`config.mk`:
```
export PLATFORM = sky130hd
export DESIGN_NAME = mss_ctrl
export DESIGN_NICKNAME = d
export VERILOG_FILES = /design/src/rtl/mss_pkg.sv /design/src/rtl/mss_ctrl.sv
export SDC_FILE = /design/constraint.sdc
export NUM_CORES = 1
export LEC_CHECK = 0
export ABC_AREA = 1
export BUFFER_PORTS_ARGS = -buffer_cell sky130_fd_sc_hd__buf_4
export CAP_MARGIN = 20
export CORE_AREA = 4 4 41 43
export CTS_BUF_LIST = sky130_fd_sc_hd__clkbuf_2
export DETAILED_ROUTE_END_ITERATION = 16
export DIE_AREA = 0 0 45 47
export GPL_TIMING_DRIVEN = 1
export PLACE_DENSITY = 0.51
export SETUP_SLACK_MARGIN = 0.3
export SYNTH_ARGS = -nofsm -noshare
export SYNTH_HDL_FRONTEND = slang
export SYNTH_SLANG_ARGS = --single-unit
```
`constraint.sdc`:
```
create_clock -name clk_i -period 3.3 [get_ports clk_i]
set_clock_uncertainty 0.1 [all_clocks]
set_input_delay 0.66 -clock clk_i [delete_from_list [all_inputs] [get_ports clk_i]]
set_output_delay 0.66 -clock clk_i [all_outputs]
set_load 0.005 [all_outputs]
```
`src/rtl/mss_pkg.sv`:
```
// Shared types, constants and helper functions of the step sequencer.
`timescale 1ns / 1ps
`default_nettype none
package mss_pkg;

  // Store geometry
  localparam int MAX_TRACKS = 8;
  localparam int MAX_STEPS  = 32;
  localparam int TRK_W      = $clog2(MAX_TRACKS);
  localparam int STP_W      = $clog2(MAX_STEPS);
  localparam int ADDR_W     = TRK_W + STP_W;
  localparam int DEPTH      = MAX_TRACKS * MAX_STEPS;

  // Field widths
  localparam int VAL_W   = 16;
  localparam int LEN_W   = 9;
  localparam int ENTRY_W = VAL_W + LEN_W;
  localparam int SPS_W   = 24;
  localparam int SCNT_W  = 6;
  localparam int TCNT_W  = 4;
  localparam int PROD_W  = LEN_W + SPS_W;
  localparam int APB_AW  = 4;
  localparam int APB_DW  = 32;

  localparam logic [LEN_W-1:0]  LEN_RESET  = LEN_W'(128);
  localparam logic [SPS_W-1:0]  SPS_RESET  = SPS_W'(24000);
  localparam logic [SCNT_W-1:0] SCNT_RESET = SCNT_W'(8);
  localparam logic [TCNT_W-1:0] TCNT_RESET = TCNT_W'(1);
  localparam logic [SCNT_W-1:0] MIN_STEPS  = SCNT_W'(4);
  localparam logic [SPS_W-1:0]  ELAPSED_MAX = {SPS_W{1'b1}};

  // Register indexes (word address)
  localparam logic [1:0] REG_SPS  = 2'd0;
  localparam logic [1:0] REG_SCNT = 2'd1;
  localparam logic [1:0] REG_TCNT = 2'd2;
  localparam logic [1:0] REG_EXT  = 2'd3;

  typedef enum logic [1:0] {
    OP_TICK    = 2'd0,
    OP_ADVANCE = 2'd1,
    OP_WRITE   = 2'd2
  } opcode_e;

  typedef enum logic [3:0] {
    ST_IDLE  = 4'b0001,
    ST_SCAN  = 4'b0010,
    ST_FLUSH = 4'b0100,
    ST_EMIT  = 4'b1000
  } state_e;

  typedef struct packed {
    logic [SPS_W-1:0]  samples_per_step;
    logic [SCNT_W-1:0] step_count;
    logic [TCNT_W-1:0] track_count;
    logic              external_advance;
  } cfg_t;

  // Controller to datapath
  typedef struct packed {
    logic accept;
    logic issue;
    logic load;
  } cmd_t;

  // Datapath to controller
  typedef struct packed {
    logic scan_req;
    logic scan_last;
    logic pipe_busy;
    logic mask_empty;
    logic mask_single;
    logic slot_free;
  } stat_t;

  // Index of the highest track in use
  function automatic logic [TRK_W-1:0] last_track(input logic [TCNT_W-1:0] tc);
    logic [TRK_W-1:0] r;
    if (tc == '0) begin
      r = '0;
    end else if (32'(tc) > MAX_TRACKS) begin
      r = TRK_W'(MAX_TRACKS - 1);
    end else begin
      r = TRK_W'(tc - TCNT_W'(1));
    end
    return r;
  endfunction

  // Number of steps in use, clamped to the legal range
  function automatic logic [SCNT_W-1:0] steps_in_use(input logic [SCNT_W-1:0] sc);
    logic [SCNT_W-1:0] r;
    if (sc < MIN_STEPS) begin
      r = MIN_STEPS;
    end else if (32'(sc) > MAX_STEPS) begin
      r = SCNT_W'(MAX_STEPS);
    end else begin
      r = sc;
    end
    return r;
  endfunction

endpackage
`default_nettype wire

```
`src/rtl/mss_ctrl.sv`:
```
// Controller state machine: accept, scan tracks, drain pipeline, emit words.
`timescale 1ns / 1ps
`default_nettype none
module mss_ctrl (
  input  wire logic          clk_i,
  input  wire logic          rst_ni,
  input  wire logic          in_valid_i,
  output logic               in_ready_o,
  input  wire mss_pkg::stat_t stat_i,
  output mss_pkg::cmd_t      cmd_o
);

  mss_pkg::state_e state_q, state_d;

  always_ff @(posedge clk_i or negedge rst_ni) begin
    if (!rst_ni) begin
      state_q <= mss_pkg::ST_IDLE;
    end else begin
      state_q <= state_d;
    end
  end

  // Next state and commands
  always_comb begin
    state_d    = state_q;
    cmd_o      = '0;
    in_ready_o = 1'b0;
    case (state_q)
      mss_pkg::ST_IDLE: begin
        in_ready_o   = 1'b1;
        cmd_o.accept = in_valid_i;
        if (in_valid_i && stat_i.scan_req) begin
          state_d = mss_pkg::ST_SCAN;
        end
      end
      mss_pkg::ST_SCAN: begin
        cmd_o.issue = 1'b1;
        if (stat_i.scan_last) begin
          state_d = mss_pkg::ST_FLUSH;
        end
      end
      mss_pkg::ST_FLUSH: begin
        if (!stat_i.pipe_busy) begin
          state_d = mss_pkg::ST_EMIT;
        end
      end
      mss_pkg::ST_EMIT: begin
        if (stat_i.mask_empty) begin
          state_d = mss_pkg::ST_IDLE;
        end else if (stat_i.slot_free) begin
          cmd_o.load = 1'b1;
          if (stat_i.mask_single) begin
            state_d = mss_pkg::ST_IDLE;
          end
        end
      end
      default: begin
        state_d = mss_pkg::ST_IDLE;
      end
    endcase
  end

endmodule
`default_nettype wire

```
==> results.py <==
metrics = {
    "outcome": {
        "outcome": "complete, no violations",
    },
    "finish": {
        "drive_gt1_share_pct": 36.51,
        "nNetsFinal": 73,
        "area_growth_pct": 41.45,
        "antenna_cells": 0,
        "regMostFlops": "state_q",
        "multi_input_area_sq_um": 142.6,
        "final_cell_mix": "nand2_1, buf_4, inv_1, nor2_1, nand3_1",
        "largest_reg_flops": 4,
        "fill_cells": 161,
        "final_cells": 78,
        "seqCellArea_sq_um": 101.3,
        "top_regs": "state_q: 4 flops",
    },
    "detailed_routing": {
        "vias_per_cell": 3.731,
        "wl_per_cell_um": 7.564,
        "wl_um": 590,
        "drtAntennaViolNets": 0,
        "drt_pass1_iterations": 1,
        "num_vias": 291,
        "drc": 0,
        "drt_iter0_drc": 0,
    },
    "setup_path": {
        "regToRegSetupSlack_ps": 2040,
        "crit_path_end_kind": "primary output",
        "crit_required_ps": 2540,
        "start_kind": "flop",
        "rr_endpoint": "state_q[1]",
        "crit_fanout": 3,
        "path_class": "flop to primary output",
        "cp.arrival_ps": 1200,
        "crit_start": "state_q[0]",
        "r2r-start": "state_q[0]",
        "r2r_cells": 7,
        "endpoint": "cmd_o[2]",
    },
    "timing": {
        "hold_ws_ps": 129.0,
        "fmax_ghz": 0.5093,
        "worstMarginPinSlew_ps": 174.1,
        "tns_ps": 0,
        "report.final.slew_viol_count": 0,
        "slew_headroom_pct": 88.35,
        "setup_violations": 0,
        "period_needed_ps": 1963,
        "hold_viol": 0,
        "fin_crit_sh_pct": 59.50,
        "setup_slack_ps": 1337,
        "rsz0062_at_grt": "false",
    },
    "hold_path": {
        "hold_class": "input pin to async pin",
    },
    "floorplan": {
        "die_y_um": 47,
        "rows": 13,
        "dieArea_sq_um": 2115,
        "fp.coreArea_sq_um": 1301,
        "start_util_pct": 22.50,
        "ioPinCount": 13,
        "die_w_um": 45,
    },
    "clock_network": {
        "htree_levels": 1,
        "cts_root_buffer": "clkbuf_2",
        "hold_buffers": 0,
        "clock_path_buffers": 2,
        "cts.clk_slew.worst_paths_ps": 60,
        "clk_latency_ps": 210,
        "cts_setup_buffers": 0,
        "cts_resized": 0,
        "cts_inserted_buffers": 3,
        "cts_tree": "done",
        "clock_sinks": 4,
    },
    "global_route": {
        "overflow": 0,
        "antenna_found_initial": 0,
        "track_usage_pct": 5.948,
        "grt_pass1_wl_um": 910,
        "grt_pass1_vias": 256,
        "grt_max_degree": 5,
    },
    "place": {
        "io_buffers": 12,
        "hpwl_um": 515.5,
        "gp_congestion": 0.7559,
        "dp_cells": 74,
        "pre_cts_slack_ps": 1462,
    },
    "logic_synthesis": {
        "mappedNetlistNets": 57,
        "synth.avg_cell_area_sq_um": 6.100,
        "synth_cells": 48,
        "synth-seq-cells": 4,
        "seq_area_frac_synth_pct": 34.62,
        "yosys.cell_types.count": 11,
        "ys_warn_count": 0,
        "post_synth_instance_area_sq_um": 292.8,
    },
    "pwr": {
        "internal-power_uw": 178.5,
        "pwr-share-seq_pct": 28.5,
        "p_per_area_nw_per_um2": 748.0,
        "netSwitchingFraction_pct": 42.37,
        "p_switching_uw": 131.3,
        "p_clk_share_pct": 17.0,
        "p_leak_uw": 0.0002542,
        "pwr-share-comb_pct": 54.5,
        "ir_worst_vdd_uv": 272.0,
    },
    "job": {
        "cap_violations": 0,
    },
}
[per-stage QoR]
step	utilization (%)	area, sq um	total power [uW]
2_1_floorplan	-	292.8	208.7
3_3_place_gp	30.29	394.1	261.2
3_5_place_dp	30.29	394.1	259.9
4_1_cts	31.83	414.1	314.0
5_1_grt	31.83	414.1	346.7
6_report	31.83	414.1	309.8
[power groups by stage]
stage / registers, uW / logic (uW) / clock network (uW)
2_1_floorplan: 87.2 / 121 / 0
3_3_place_gp: 89.1 / 172 / 0
3_5_place_dp: 89.3 / 171 / 0
4_1_cts: 88.5 / 172 / 53.2
5_1_grt: 92.6 / 198 / 56.0
6_report: 88.2 / 169 / 52.7
[cell usage after synthesis]
library cell  number  area, sq um
nand2_1           12        45.04
inv_1             10        37.54
nor2_1             8        30.03
nand3_1            6        30.03
nor2_2             4        25.02
dfrtp_1            3        75.07
and2_1             1        6.260
buf_4              1        7.510
dfstp_2            1        26.28
inv_2              1        3.750
nand2_2            1        6.260
[cells by family after synthesis]
group,count (synthesis),synth area share (%)
buffers and inverters,12,16.67
flip-flops,4,34.62
AND/OR/NAND/NOR,32,48.72
[layer usage]
layer,wire length (um),vias to the layer above,track usage [%]
met4,0,0,5.263
met2,304,4,9.887
li1,-,168,-
met5,0,-,0
met3,26,0,0.3831
met1,259,119,6.897
[area by class of cell]
class	count	share of cell area, %
multi-input cells	32	34.44
inverters	11	9.970
repair buffers	12	21.75
flip-flops and latches	4	24.47
well taps	15	4.532
clock buffers	4	4.834
[worst max-delay path, cell delays in order, from the launching register on]
cell and delay (ps):
dfstp_2 530, inv_1 40, nor2_1 120, nand2_1 110, nor2_1 100, buf_4 110
[how the worst min path moves through the flow]
stage | slack (ps) | startpoint | to | depth (start not counted)
final | 130 | rst_ni | state_q[3] | 1
after floorplan | 260 | rst_ni | state_q[1] | 0
after global placement | 360 | rst_ni | state_q[3] | 1
after detailed placement | 360 | rst_ni | state_q[3] | 1
after global routing | 120 | rst_ni | state_q[3] | 1
after CTS | 130 | rst_ni | state_q[3] | 1
Power figures use the tool's default switching activity.
