## src/rtl/mss_pkg.sv

```systemverilog
// Shared types, constants and helper functions of the step sequencer.
`timescale 1ns / 1ps
`default_nettype none
package mss_pkg;

  // Store geometry
  localparam int MAX_TRACKS = 8;
  localparam int MAX_STEPS  = 32;
  localparam int TRK_W      = $clog2(MAX_TRACKS);
  localparam int STP_W      = $clog2(MAX_STEPS);
  localparam int ADDR_W     = TRK_W + STP_W;
  localparam int DEPTH      = MAX_TRACKS * MAX_STEPS;

  // Field widths
  localparam int VAL_W   = 16;
  localparam int LEN_W   = 9;
  localparam int ENTRY_W = VAL_W + LEN_W;
  localparam int SPS_W   = 24;
  localparam int SCNT_W  = 6;
  localparam int TCNT_W  = 4;
  localparam int PROD_W  = LEN_W + SPS_W;
  localparam int APB_AW  = 4;
  localparam int APB_DW  = 32;

  localparam logic [LEN_W-1:0]  LEN_RESET  = LEN_W'(128);
  localparam logic [SPS_W-1:0]  SPS_RESET  = SPS_W'(24000);
  localparam logic [SCNT_W-1:0] SCNT_RESET = SCNT_W'(8);
  localparam logic [TCNT_W-1:0] TCNT_RESET = TCNT_W'(1);
  localparam logic [SCNT_W-1:0] MIN_STEPS  = SCNT_W'(4);
  localparam logic [SPS_W-1:0]  ELAPSED_MAX = {SPS_W{1'b1}};

  // Register indexes (word address)
  localparam logic [1:0] REG_SPS  = 2'd0;
  localparam logic [1:0] REG_SCNT = 2'd1;
  localparam logic [1:0] REG_TCNT = 2'd2;
  localparam logic [1:0] REG_EXT  = 2'd3;

  typedef enum logic [1:0] {
    OP_TICK    = 2'd0,
    OP_ADVANCE = 2'd1,
    OP_WRITE   = 2'd2
  } opcode_e;

  typedef enum logic [3:0] {
    ST_IDLE  = 4'b0001,
    ST_SCAN  = 4'b0010,
    ST_FLUSH = 4'b0100,
    ST_EMIT  = 4'b1000
  } state_e;

  typedef struct packed {
    logic [SPS_W-1:0]  samples_per_step;
    logic [SCNT_W-1:0] step_count;
    logic [TCNT_W-1:0] track_count;
    logic              external_advance;
  } cfg_t;

  // Controller to datapath
  typedef struct packed {
    logic accept;
    logic issue;
    logic load;
  } cmd_t;

  // Datapath to controller
  typedef struct packed {
    logic scan_req;
    logic scan_last;
    logic pipe_busy;
    logic mask_empty;
    logic mask_single;
    logic slot_free;
  } stat_t;

  // Index of the highest track in use
  function automatic logic [TRK_W-1:0] last_track(input logic [TCNT_W-1:0] tc);
    logic [TRK_W-1:0] r;
    if (tc == '0) begin
      r = '0;
    end else if (32'(tc) > MAX_TRACKS) begin
      r = TRK_W'(MAX_TRACKS - 1);
    end else begin
      r = TRK_W'(tc - TCNT_W'(1));
    end
    return r;
  endfunction

  // Number of steps in use, clamped to the legal range
  function automatic logic [SCNT_W-1:0] steps_in_use(input logic [SCNT_W-1:0] sc);
    logic [SCNT_W-1:0] r;
    if (sc < MIN_STEPS) begin
      r = MIN_STEPS;
    end else if (32'(sc) > MAX_STEPS) begin
      r = SCNT_W'(MAX_STEPS);
    end else begin
      r = sc;
    end
    return r;
  endfunction

endpackage
`default_nettype wire

```

## src/rtl/mss_regs.sv

```systemverilog
// APB configuration registers of the step sequencer.
`timescale 1ns / 1ps
`default_nettype none
module mss_regs (
  input  wire logic                         clk_i,
  input  wire logic                         rst_ni,
  input  wire logic                         psel,
  input  wire logic                         penable,
  input  wire logic                         pwrite,
  input  wire logic [mss_pkg::APB_AW-1:0]   paddr,
  input  wire logic [mss_pkg::APB_DW-1:0]   pwdata,
  output logic      [mss_pkg::APB_DW-1:0]   prdata,
  output logic                              pready,
  output mss_pkg::cfg_t                     cfg_o,
  output logic                              scnt_wr_o
);

  mss_pkg::cfg_t cfg_q;
  logic          wr_en;
  logic [1:0]    reg_idx;

  assign pready  = 1'b1;
  assign wr_en   = psel && penable && pwrite;
  assign reg_idx = paddr[3:2];

  // Write registers
  always_ff @(posedge clk_i or negedge rst_ni) begin
    if (!rst_ni) begin
      cfg_q.samples_per_step <= mss_pkg::SPS_RESET;
      cfg_q.step_count       <= mss_pkg::SCNT_RESET;
      cfg_q.track_count      <= mss_pkg::TCNT_RESET;
      cfg_q.external_advance <= 1'b0;
    end else if (wr_en) begin
      case (reg_idx)
        mss_pkg::REG_SPS:  cfg_q.samples_per_step <= pwdata[mss_pkg::SPS_W-1:0];
        mss_pkg::REG_SCNT: cfg_q.step_count       <= pwdata[mss_pkg::SCNT_W-1:0];
        mss_pkg::REG_TCNT: cfg_q.track_count      <= pwdata[mss_pkg::TCNT_W-1:0];
        mss_pkg::REG_EXT:  cfg_q.external_advance <= pwdata[0];
        default: ;
      endcase
    end
  end

  // Flag a step count write so the position restarts
  assign scnt_wr_o = wr_en && (reg_idx == mss_pkg::REG_SCNT);

  // Read back
  always_comb begin
    case (reg_idx)
      mss_pkg::REG_SPS:  prdata = mss_pkg::APB_DW'(cfg_q.samples_per_step);
      mss_pkg::REG_SCNT: prdata = mss_pkg::APB_DW'(cfg_q.step_count);
      mss_pkg::REG_TCNT: prdata = mss_pkg::APB_DW'(cfg_q.track_count);
      mss_pkg::REG_EXT:  prdata = mss_pkg::APB_DW'(cfg_q.external_advance);
      default:           prdata = '0;
    endcase
  end

  assign cfg_o = cfg_q;

endmodule
`default_nettype wire

```

## config.mk

```make
export PLATFORM = sky130hd
export DESIGN_NAME = mss_regs
export DESIGN_NICKNAME = d
export VERILOG_FILES = /design/src/rtl/mss_pkg.sv /design/src/rtl/mss_regs.sv
export SDC_FILE = /design/constraint.sdc
export NUM_CORES = 1
export LEC_CHECK = 0
export ABC_AREA = 0
export BUFFER_PORTS_ARGS = -buffer_cell sky130_fd_sc_hd__buf_4
export CAP_MARGIN = 10
export CORE_MARGIN = 2
export CORE_UTILIZATION = 40
export DETAILED_ROUTE_END_ITERATION = 7
export PLACE_DENSITY = 0.77
export SYNTH_ARGS = -nofsm -noshare
export SYNTH_HDL_FRONTEND = slang
export SYNTH_SLANG_ARGS = --single-unit
```

## constraint.sdc

```tcl
create_clock -name clk_i -period 2.4 [get_ports clk_i]
set_input_delay 0.24 -clock clk_i [delete_from_list [all_inputs] [get_ports clk_i]]
set_output_delay 0.24 -clock clk_i [all_outputs]
set_load 0.05 [all_outputs]
```

==> flow_summary_export.csv, run 1 <==
group,metric,value,unit
run_status,status,"completed",
yosys,yosysTopAreaCell,"dfrtp_1",
clock_tree,insertion_delay,0.27,ns
worst_setup_path,rr_worst_depth,1,
yosys,ys.flop_type,"dfrtp_1",
clock_tree,clkTransAtPathRegs,0.07,ns
placed_design,dp.cells,263,
yosys,synth_area,1720,um^2
cells_and_area,syn_to_final_growth,44.4,%
worst_setup_path,crit_type,"flop to output port",
cells_and_area,antennaDiodeCount,0,
pwr,peakVddDrop,0.546,mV
pwr,power.density,1010,nW/um^2
global_route,grt_max_degree,36,
placed_design,port_buffers,90,
sta,min_period_over_period,67.2,%
clock_tree,root_buffer,"clkbuf_8",
worst_setup_path,start_kind,"flop",
global_route,grt_pass1_wl,6.04,mm
die,fp-row-count,23,
yosys,ys_seq_elements,35,
cells_and_area,largest_reg_flops,35,
cells_and_area,drive_above_1_share,66.7,%
worst_setup_path,cp.required,2.16,ns
pwr,pwr-share-clk,15.8,%
routing,vias,1305,
global_route,grt_pass1_vias,1275,
cells_and_area,layout.nets,262,
global_route,overflow,0,
pwr,switching_share,45.6,%
die,die-height,69.5,um
routing,initialDrtViolationCount,40,
hold_path,hold_depth,2,
pwr,switching_power,1.14,mW
cells_and_area,nFillCells,367,
yosys,synthArstFlopShare,100,%
worst_setup_path,crit_arrival,1.37,ns
clock_tree,postCtsSetupBuffers,0,
sta,setup_viol,0,
routing,route.detailed.drc,0,
cells_and_area,multiInputGateArea,736,um^2
sta,hold_viol,0,
global_route,antenna_found_initial,0,
global_route,grt_util_all_layers,15.6,%
die,die-area,4830,um^2
sta,period_minus_slack,1.61,ns
yosys,synthTopCellsByArea,"dfrtp_1 38%, mux2_2 23%, dfstp_2 14%",
routing,firstDrtPassIters,4,
pwr,intPower,1.36,mW
cells_and_area,layoutNonFillerInstCount,272,
pwr,combPwrFrac,49.7,%
sta,whs,0.191,ns
worst_setup_path,critPathCaptureType,"output port",
yosys,avgSynthCellArea,13.5,um^2
clock_tree,cts_buffers,5,
worst_setup_path,cp_max_fo,3,
sta,rsz0062_at_grt,"no",
routing,ant_nets,0,
hold_path,hp-class,"primary input to flop",
sta,fin_setup_tns,0,ns
placed_design,gp_congestion,0.701,
die,start_util,42.3,%
sta,fmax,620,MHz
worst_setup_path,reg2reg_from,"cfg_o[4]$_DFFE_PN0P_",
yosys,yosysSeqAreaShare,51.7,%
cells_and_area,seqCellArea,887,um^2
yosys,yosysWarnings,0,
routing,wl_per_cell,13.6,um
hold_path,hp-start,"pwdata[23]",
clock_tree,h-tree-depth,2,
clock_tree,clk_path_buf_depth,2,
placed_design,dpl.hpwl,2.82,mm
routing,wirelength,3.70,mm
pwr,leakagePower,1.23,nW
clock_tree,clock_sinks,35,
clock_tree,cts_tree,"built",
run,cap_violations,0,
die,io_pins,110,
yosys,synth_edf_count,0,
yosys,postSynthCellCount,127,
worst_setup_path,crit_start,"cfg_o[5]$_DFFE_PN0P_",
die,die_w,69.5,um
die,core,4060,um^2
sta,skew,0,ns
yosys,yosys.cell_types.count,19,
yosys,yosysTopAreaCellShare,37.9,%
routing,vias_per_cell,4.80,
pwr,p_seq_share,34.5,%
sta,drv_slew,0,
cells in the mapped netlist (all sizes together), types with 2 or more instances:
| cell type | number |
|---|---|
| mux2 | 35 |
| dfrtp | 26 |
| and2 | 18 |
| buf | 13 |
| dfstp | 9 |
| mux2i | 5 |
| nor2 | 5 |
| nand2 | 3 |
| o21ai | 3 |
| conb | 2 |
| nor3 | 2 |
worst paths after layout:
| path | end | slack [ns] |
|---|---|---|
| max | prdata[0] | 0.79 |
| min | cfg_o[34]$_DFFE_PN0P_ | 0.19 |
| max reg2reg | cfg_o[4]$_DFFE_PN0P_ | 1.62 |
| min reg2reg | cfg_o[32]$_DFFE_PN0P_ | 0.52 |
| max in group asynchronous | cfg_o[18]$_DFFE_PN1P_ | 1.60 |
| min in group asynchronous | cfg_o[34]$_DFFE_PN0P_ | 0.46 |
cell type report:
cell class / count / area share, %
Tap cell: 50 / 2.52
Sequential cell: 35 / 35.8
Inverter: 1 / 0.151
Multi-Input combinational cell: 84 / 29.7
Clock inverter: 1 / 0.202
Clock buffer: 7 / 3.08
Timing Repair Buffer: 94 / 28.6
power by group through the flow:
| stage | Clock (mW) | Sequential, mW | Combinational, mW |
|---|---|---|---|
| 2_1_floorplan | 0 | 1.34 | 0.389 |
| 3_3_place_gp | 0 | 0.866 | 1.23 |
| 3_5_place_dp | 0 | 0.869 | 1.25 |
| 4_1_cts | 0.409 | 0.862 | 1.25 |
| 5_1_grt | 0.444 | 0.885 | 1.28 |
| 6_report | 0.394 | 0.859 | 1.24 |
timing repair:
item / 4_1_cts / 5_1_grt
endpoints found under the hold margin: 26 / 0
hold buffers: 1 / 0
resized for setup: 0 / 0
routing by layer:
| metal | up-vias | part of all wire [%] | track usage, % |
|---|---|---|---|
| li1 | 607 | - | - |
| met1 | 612 | 42 | 20.1 |
| met2 | 81 | 45 | 24.3 |
| met3 | 5 | 11 | 6.10 |
| met4 | 0 | 0.95 | 4.58 |
| met5 | - | 0 | 0 |
kinds of logic (layout without fill, tap and decap cells):
family / after synthesis / in the layout / share of synthesized area [%]
muxes: 41 / 41 / 27.4
DFF: 35 / 35 / 51.7
and+or+nand+nor: 31 / 31 / 12.6
other: 2 / 9 / 0.437
buffers and inverters: 15 / 103 / 7.00
AOI/OAI and AO/OA: 3 / 3 / 0.874
placed cells by master, fill, tap and decap left out:
cell / count
mux2i_1: 5
buf_4: 93
mux2_2: 35
o21ai_0: 3
dlygate4sd3_1: 1
nand2_1: 3
and2b_1: 1
dfrtp_1: 26
inv_1: 1
clkbuf_8: 5
dfstp_2: 9
nor3_4: 2
nor2_2: 1
nand3_2: 1
conb_1: 9
nand4_4: 1
clkbuf_1: 2
clkinv_2: 1
mux4_1: 1
nor2_1: 4
and2_1: 18
through the flow:
| step | total power [mW] | instance area, um^2 | util, % | setup WS [ns] |
|---|---|---|---|---|
| after floorplan | 1.73 | 1740 | - | 0.262 |
| after global placement | 2.10 | 2390 | 58.8 | 0.753 |
| after detailed placement | 2.12 | 2390 | 58.8 | 0.744 |
| after CTS | 2.52 | 2480 | 61.1 | 0.776 |
| after global routing | 2.61 | 2480 | 61.1 | 0.738 |
| final | 2.49 | 2480 | 61.1 | 0.786 |
worst max-delay path: stages (launching register included):
cell,delay [ns]
dfrtp_1,0.40
mux4_1,0.50
buf_4,0.20
Note: power is estimated with default switching activity, not from simulation.
==> run 2: changes to the inputs <==
--- a/config.mk
+++ b/config.mk
@@ -9,7 +9,7 @@
 export BUFFER_PORTS_ARGS = -buffer_cell sky130_fd_sc_hd__buf_4
 export CAP_MARGIN = 10
 export CORE_MARGIN = 2
-export CORE_UTILIZATION = 40
+export CORE_UTILIZATION = 38
 export DETAILED_ROUTE_END_ITERATION = 7
 export PLACE_DENSITY = 0.77
 export SYNTH_ARGS = -nofsm -noshare
==> constraint.sdc (replaced) <==
create_clock -name clk_i -period 1.3 [get_ports clk_i]
set_input_delay 0.13 -clock clk_i [delete_from_list [all_inputs] [get_ports clk_i]]
set_output_delay 0.13 -clock clk_i [all_outputs]
set_load 0.05 [all_outputs]
==> run 2 against run 1 <==
The run now ends with negative setup slack left; flip-flop and latch count unchanged; non-clock buffer count grew 9; critical path depth did not move; setup slack lost 0.96 ns; global-route usage rose by 2.2 points; critical endpoint unchanged.
==> flow_summary_export.csv, run 2 (synthesis gave the netlist of run 1 again) <==
group,metric,value,unit
global_route,grt_util_all_layers,17.7,%
clock_tree,clkTransAtPathRegs,0.07,ns
cells_and_area,layout_common_cells,"90 x buf_4, 35 x mux2_2, 21 x dfrtp_1",
hold_path,hp-start,"pwdata[23]",
worst_setup_path,reg2reg_slack,0.40,ns
worst_setup_path,crit_arrival,1.34,ns
run_status,violations,"negative setup slack",
pwr,power.density,1810,nW/um^2
pwr,total_power,4.93,mW
routing,ant_nets,0,
die,fp-row-count,24,
worst_setup_path,reg2reg_from,"cfg_o[0]$_DFFE_PN0P_",
global_route,antenna_found_initial,0,
worst_setup_path,start_kind,"flop",
routing,wl_per_cell,15.0,um
hold_path,hold_depth,2,
routing,vias,1350,
run_status,status,"finished, violations left",
routing,vias_per_cell,4.77,
die,start_util,39.4,%
clock_tree,insertion_delay,0.29,ns
hold_path,hold_end,"cfg_o[34]$_DFFE_PN0P_",
sta,drv_slew,0,
sta,setup_ws,-0.171,ns
global_route,grt_pass1_vias,1407,
die,core,4350,um^2
sta,skew,0,ns
global_route,grt_max_degree,36,
placed_design,port_buffers,90,
worst_setup_path,cp_max_fo,2,
die,die-area,5070,um^2
cells_and_area,final_util,62.5,%
routing,route.detailed.drc,0,
placed_design,dpl.hpwl,3.14,mm
cells_and_area,drive_above_1_share,81.0,%
cells_and_area,antennaDiodeCount,0,
cells_and_area,layout.nets,271,
clock_tree,cts_tree,"built",
sta,hold_viol,0,
run,cap_violations,0,
pwr,leakagePower,1.30,nW
die,die-height,71.2,um
routing,initialDrtViolationCount,35,
worst_setup_path,worstReg2RegEnd,"cfg_o[0]$_DFFE_PN0P_",
die,io_pins,110,
worst_setup_path,cp.required,1.17,ns
pwr,peakVddDrop,1.11,mV
sta,rsz0062_at_grt,"yes",
clock_tree,root_buffer,"clkbuf_8",
worst_setup_path,crit_type,"flop to output port",
hold_path,hp-class,"primary input to flop",
clock_tree,clk_path_buf_depth,2,
cells_and_area,final_common_cell,"buf_4",
clock_tree,cts_buffers,5,
sta,setup_viol,2,
global_route,grt_pass1_wl,6.85,mm
worst_setup_path,rr_worst_depth,2,
cells_and_area,syn_to_final_growth,58.5,%
sta,period_minus_slack,1.47,ns
clock_tree,h-tree-depth,2,
worst_setup_path,critPathCaptureType,"output port",
sta,fmax,680,MHz
placed_design,gp_congestion,0.736,
die,die_w,71.2,um
global_route,overflow,0,
routing,firstDrtPassIters,4,
sta,min_period_over_period,113,%
clock_tree,clock_sinks,35,
routing,wirelength,4.25,mm
cells_and_area,largest_reg_flops,35,
[run 2: worst max-delay path by stage]
stage                                     from                    end  slack, ns  cells after the start
after floorplan           cfg_o[8]$_DFFE_PN1P_              prdata[3]      -0.11                      2
after global placement                paddr[2]   cfg_o[6]$_DFFE_PN0P_       0.09                      4
after detailed placement                pwrite  cfg_o[32]$_DFFE_PN0P_       0.07                      5
after CTS                 cfg_o[0]$_DFFE_PN0P_              prdata[0]      -0.18                      2
after global routing      cfg_o[5]$_DFFE_PN0P_              prdata[0]      -0.20                      2
final                     cfg_o[0]$_DFFE_PN0P_              prdata[0]      -0.17                      2
[run 2: cell type report]
type	count	area (um^2)
Clock buffer	7	86.3
Clock inverter	1	5.00
Fill cell	360	1630
Inverter	1	3.75
Multi-Input combinational cell	84	835
Sequential cell	35	893
Tap cell	52	65.1
Timing Repair Buffer	103	833
[run 2: power breakdown]
part	total [mW]	internal, mW	leakage, nW	switching [mW]
registers	1.61	1.40	0.407	0.210
logic	2.51	0.883	0.841	1.63
clock network	0.812	0.427	0.0482	0.385
total	4.93	2.71	1.30	2.22
[run 2: stage by stage]
step                      cells  setup TNS, ns  setup slack (ns)  hold slack (ns)  cell area (um^2)
after floorplan             134         -0.112            -0.112           -0.166              1800
after global placement      268              0            0.0913            0.107              2490
after detailed placement    268              0            0.0658            0.110              2490
after CTS                   278         -0.236            -0.180           0.0605              2630
after global routing        283         -0.301            -0.203           0.0604              2720
final                       283         -0.212            -0.171           0.0699              2720
[run 2: worst max-delay path, cell delays in order (launching register included)]
cell     delay [ns]
dfrtp_2        0.40
mux4_2         0.48
buf_8          0.17
[run 2: metal layers]
layer / up-vias / track usage, % / part of all wire, %
met3: 7 / 7.03 / 8.5
met1: 666 / 20.6 / 38
li1: 621 / - / -
met5: - / 0 / 0
met4: 0 / 6.92 / 1.9
met2: 56 / 29.5 / 52
[run 2: timing repair]
item,4_1_cts,5_1_grt
buffers inserted,1,5
endpoints found under the hold margin,26,0
endpoints found under the setup margin,7,12
hold buffers,1,0
gates resized for setup,10,12
==> run 3: changes to the inputs <==
--- a/config.mk
+++ b/config.mk
@@ -5,7 +5,7 @@
 export SDC_FILE = /design/constraint.sdc
 export NUM_CORES = 1
 export LEC_CHECK = 0
-export ABC_AREA = 0
+export ABC_AREA = 1
 export BUFFER_PORTS_ARGS = -buffer_cell sky130_fd_sc_hd__buf_4
 export CAP_MARGIN = 10
 export CORE_MARGIN = 2
==> run 3 against run 2 <==
The flow now finishes without violations; register-to-register slack better by 0.17 ns; clock-buffer cell count rose by 1; sequential share of layout area is 0.45 points lower; first-iteration DRC count rose by 77%; area after synthesis up 0.95%; cell area up 1.1%; combinational power shrank 14%; total power is 8.0% lower; fmax rose by 16%; global-route usage up 0.44 points; highest routed layer unchanged.
==> flow_summary_export.csv, run 3 <==
group,metric,value,unit
yosys,postSynthCellCount,235,
yosys,synthArstFlopShare,100,%
yosys,synth_area,1730,um^2
global_route,grt_pass1_vias,1638,
placed_design,dpl.hpwl,3.57,mm
cells_and_area,syn_to_final_growth,58.8,%
die,start_util,39.5,%
routing,wirelength,4.58,mm
worst_setup_path,cp.required,1.17,ns
clock_tree,clk_path_buf_depth,2,
yosys,yosysTopAreaCell,"dfrtp_1",
run,cap_violations,0,
die,die-height,71.5,um
run_status,status,"completed",
clock_tree,insertion_delay,0.27,ns
clock_tree,h-tree-depth,2,
yosys,synth_common_cells,"125 x nand2_1, 26 x dfrtp_1, 21 x inv_1, 21 x nor2_1",
worst_setup_path,crit_chain,"inv_1 > nor2_4 > buf_6",
yosys,ys_seq_elements,35,
pwr,peakVddDrop,1.02,mV
pwr,leakagePower,1.49,nW
routing,ant_nets,0,
die,io_pins,110,
worst_setup_path,crit_type,"flop to output port",
sta,period_minus_slack,1.27,ns
placed_design,port_buffers,90,
cells_and_area,layout.nets,373,
worst_setup_path,start_kind,"flop",
die,die_w,71.5,um
placed_design,gp_congestion,0.863,
yosys,synthTopCellsByArea,"dfrtp_1 38%, nand2_1 27%, dfstp_2 14%",
sta,rsz0062_at_grt,"yes",
yosys,yosysTopAreaCellShare,37.5,%
cells_and_area,final_util,62.8,%
placed_design,dp.cells,376,
routing,route.detailed.drc,0,
yosys,synth_edf_count,0,
cells_and_area,largest_reg_flops,35,
global_route,grt_max_degree,36,
routing,firstDrtPassIters,4,
routing,vias_per_cell,4.39,
die,core,4380,um^2
cells_and_area,nFillCells,396,
sta,drv_slew,0,
yosys,yosysWarnings,0,
worst_setup_path,critPathCaptureType,"output port",
global_route,overflow,0,
yosys,ys.flop_type,"dfrtp_1",
routing,wl_per_cell,11.9,um
cells_and_area,antennaDiodeCount,0,
sta,setup_viol,0,
clock_tree,cts_buffers,5,
hold_path,hp-class,"primary input to flop",
worst_setup_path,cp_max_fo,3,
yosys,yosys.cell_types.count,17,
cells_and_area,layoutNonFillerInstCount,385,
placed_design,preCtsSetupSlack,0.177,ns
sta,fin_setup_tns,0,ns
routing,vias,1690,
clock_tree,cts_tree,"built",
cells_and_area,drive_above_1_share,44.1,%
global_route,busiest_layer,"met2",
worst_setup_path,crit_arrival,1.14,ns
pwr,power.density,1650,nW/um^2
sta,skew,0,ns
clock_tree,root_buffer,"clkbuf_8",
worst_setup_path,crit_buf_inv,2,
sta,setup_ws,0.0294,ns
worst_setup_path,path_delay_family,"flip-flops",
cells_and_area,final_common_cell,"nand2_1",
global_route,antenna_found_initial,0,
yosys,synth_most_common_cell,"nand2_1",
sta,fmax,787,MHz
global_route,grt_util_all_layers,18.2,%
sta,hold_viol,0,
yosys,yosysSeqAreaShare,51.2,%
global_route,use_met1,23.1,%
routing,initialDrtViolationCount,62,
cells_and_area,layout_common_cells,"125 x nand2_1, 86 x buf_4, 23 x dfrtp_1",
die,fp-row-count,24,
clock_tree,clock_sinks,35,
global_route,use_met2,32.5,%
die,die-area,5120,um^2
yosys,avgSynthCellArea,7.37,um^2
worst_setup_path,crit_slowest_cell,"dfstp_2",
global_route,met3_usage,3.23,%
sta,min_period_over_period,97.7,%
worst_setup_path,max_stage_delay,0.55,ns
global_route,grt_pass1_wl,7.51,mm
clock_tree,clkTransAtPathRegs,0.06,ns
-- run 3: kinds of logic after synthesis --
family | Yosys count | synth area share, %
AO/OA/AOI/OAI | 1 | 0.289
buffers and inverters | 37 | 11.0
flip-flops | 35 | 51.2
other | 2 | 0.433
AND/OR/NAND/NOR | 160 | 37.0
-- run 3: final cells by class --
class                   instances  area, um^2  area share (%)
multi-input cells             170         821            29.8
flip-flops and latches         35         891            32.4
well taps                      52        65.1            2.36
repair buffers                 97         788            28.6
inverters                      23        86.3            3.14
clock buffers                   8         100            3.64
-- run 3: path summary, 6_finish.rpt --
kind	from	end	slack, ns	cells after the start
worst max-delay path	cfg_o[19]$_DFFE_PN1P_	prdata[8]	0.03	3
worst min-delay path	pwdata[12]	cfg_o[23]$_DFFE_PN1P_	0.06	3
worst max register to register	cfg_o[1]$_DFFE_PN1P_	cfg_o[1]$_DFFE_PN1P_	0.57	2
worst min register to register	cfg_o[23]$_DFFE_PN1P_	cfg_o[23]$_DFFE_PN1P_	0.48	2
max in group asynchronous	rst_ni	cfg_o[8]$_DFFE_PN1P_	0.62	2
min in group asynchronous	rst_ni	cfg_o[4]$_DFFE_PN0P_	0.34	2
-- run 3: power by group --
| group | total, mW | internal, mW | switching, mW | leakage (nW) |
|---|---|---|---|---|
| clock network | 0.827 | 0.483 | 0.344 | 0.0515 |
| logic | 2.16 | 0.614 | 1.54 | 1.02 |
| registers | 1.56 | 1.36 | 0.195 | 0.421 |
-- run 3: tightest hold or removal path, stage by stage --
cell     delay (ns)
buf_4          0.07
nand2_1        0.04
nand2_1        0.05
-- run 3: repair_timing --
item | CTS | global route
buffers inserted | 0 | 0
hold endpoints to repair | 26 | 0
gates cloned | 0 | 0
setup endpoints to repair | 5 | 7
resized for setup | 5 | 12
hold buffers | 1 | 0
pin swaps | 0 | 3
-- run 3: layer usage --
| metal | wire length [um] | part of all wire, % |
|---|---|---|
| met1 | 1880 | 41 |
| met2 | 2430 | 53 |
| met3 | 241 | 5.3 |
| met4 | 22 | 0.48 |
| met5 | 0 | 0 |
-- run 3: per-stage QoR --
stage               power, mW  cell area [um^2]  hold WS [ns]
finish                   4.54              2750        0.0587
global route             4.74              2750        0.0643
CTS                      4.56              2730        0.0514
detailed placement       3.71              2600         0.105
global placement         3.67              2600         0.105
floorplan                3.05              1900        -0.166
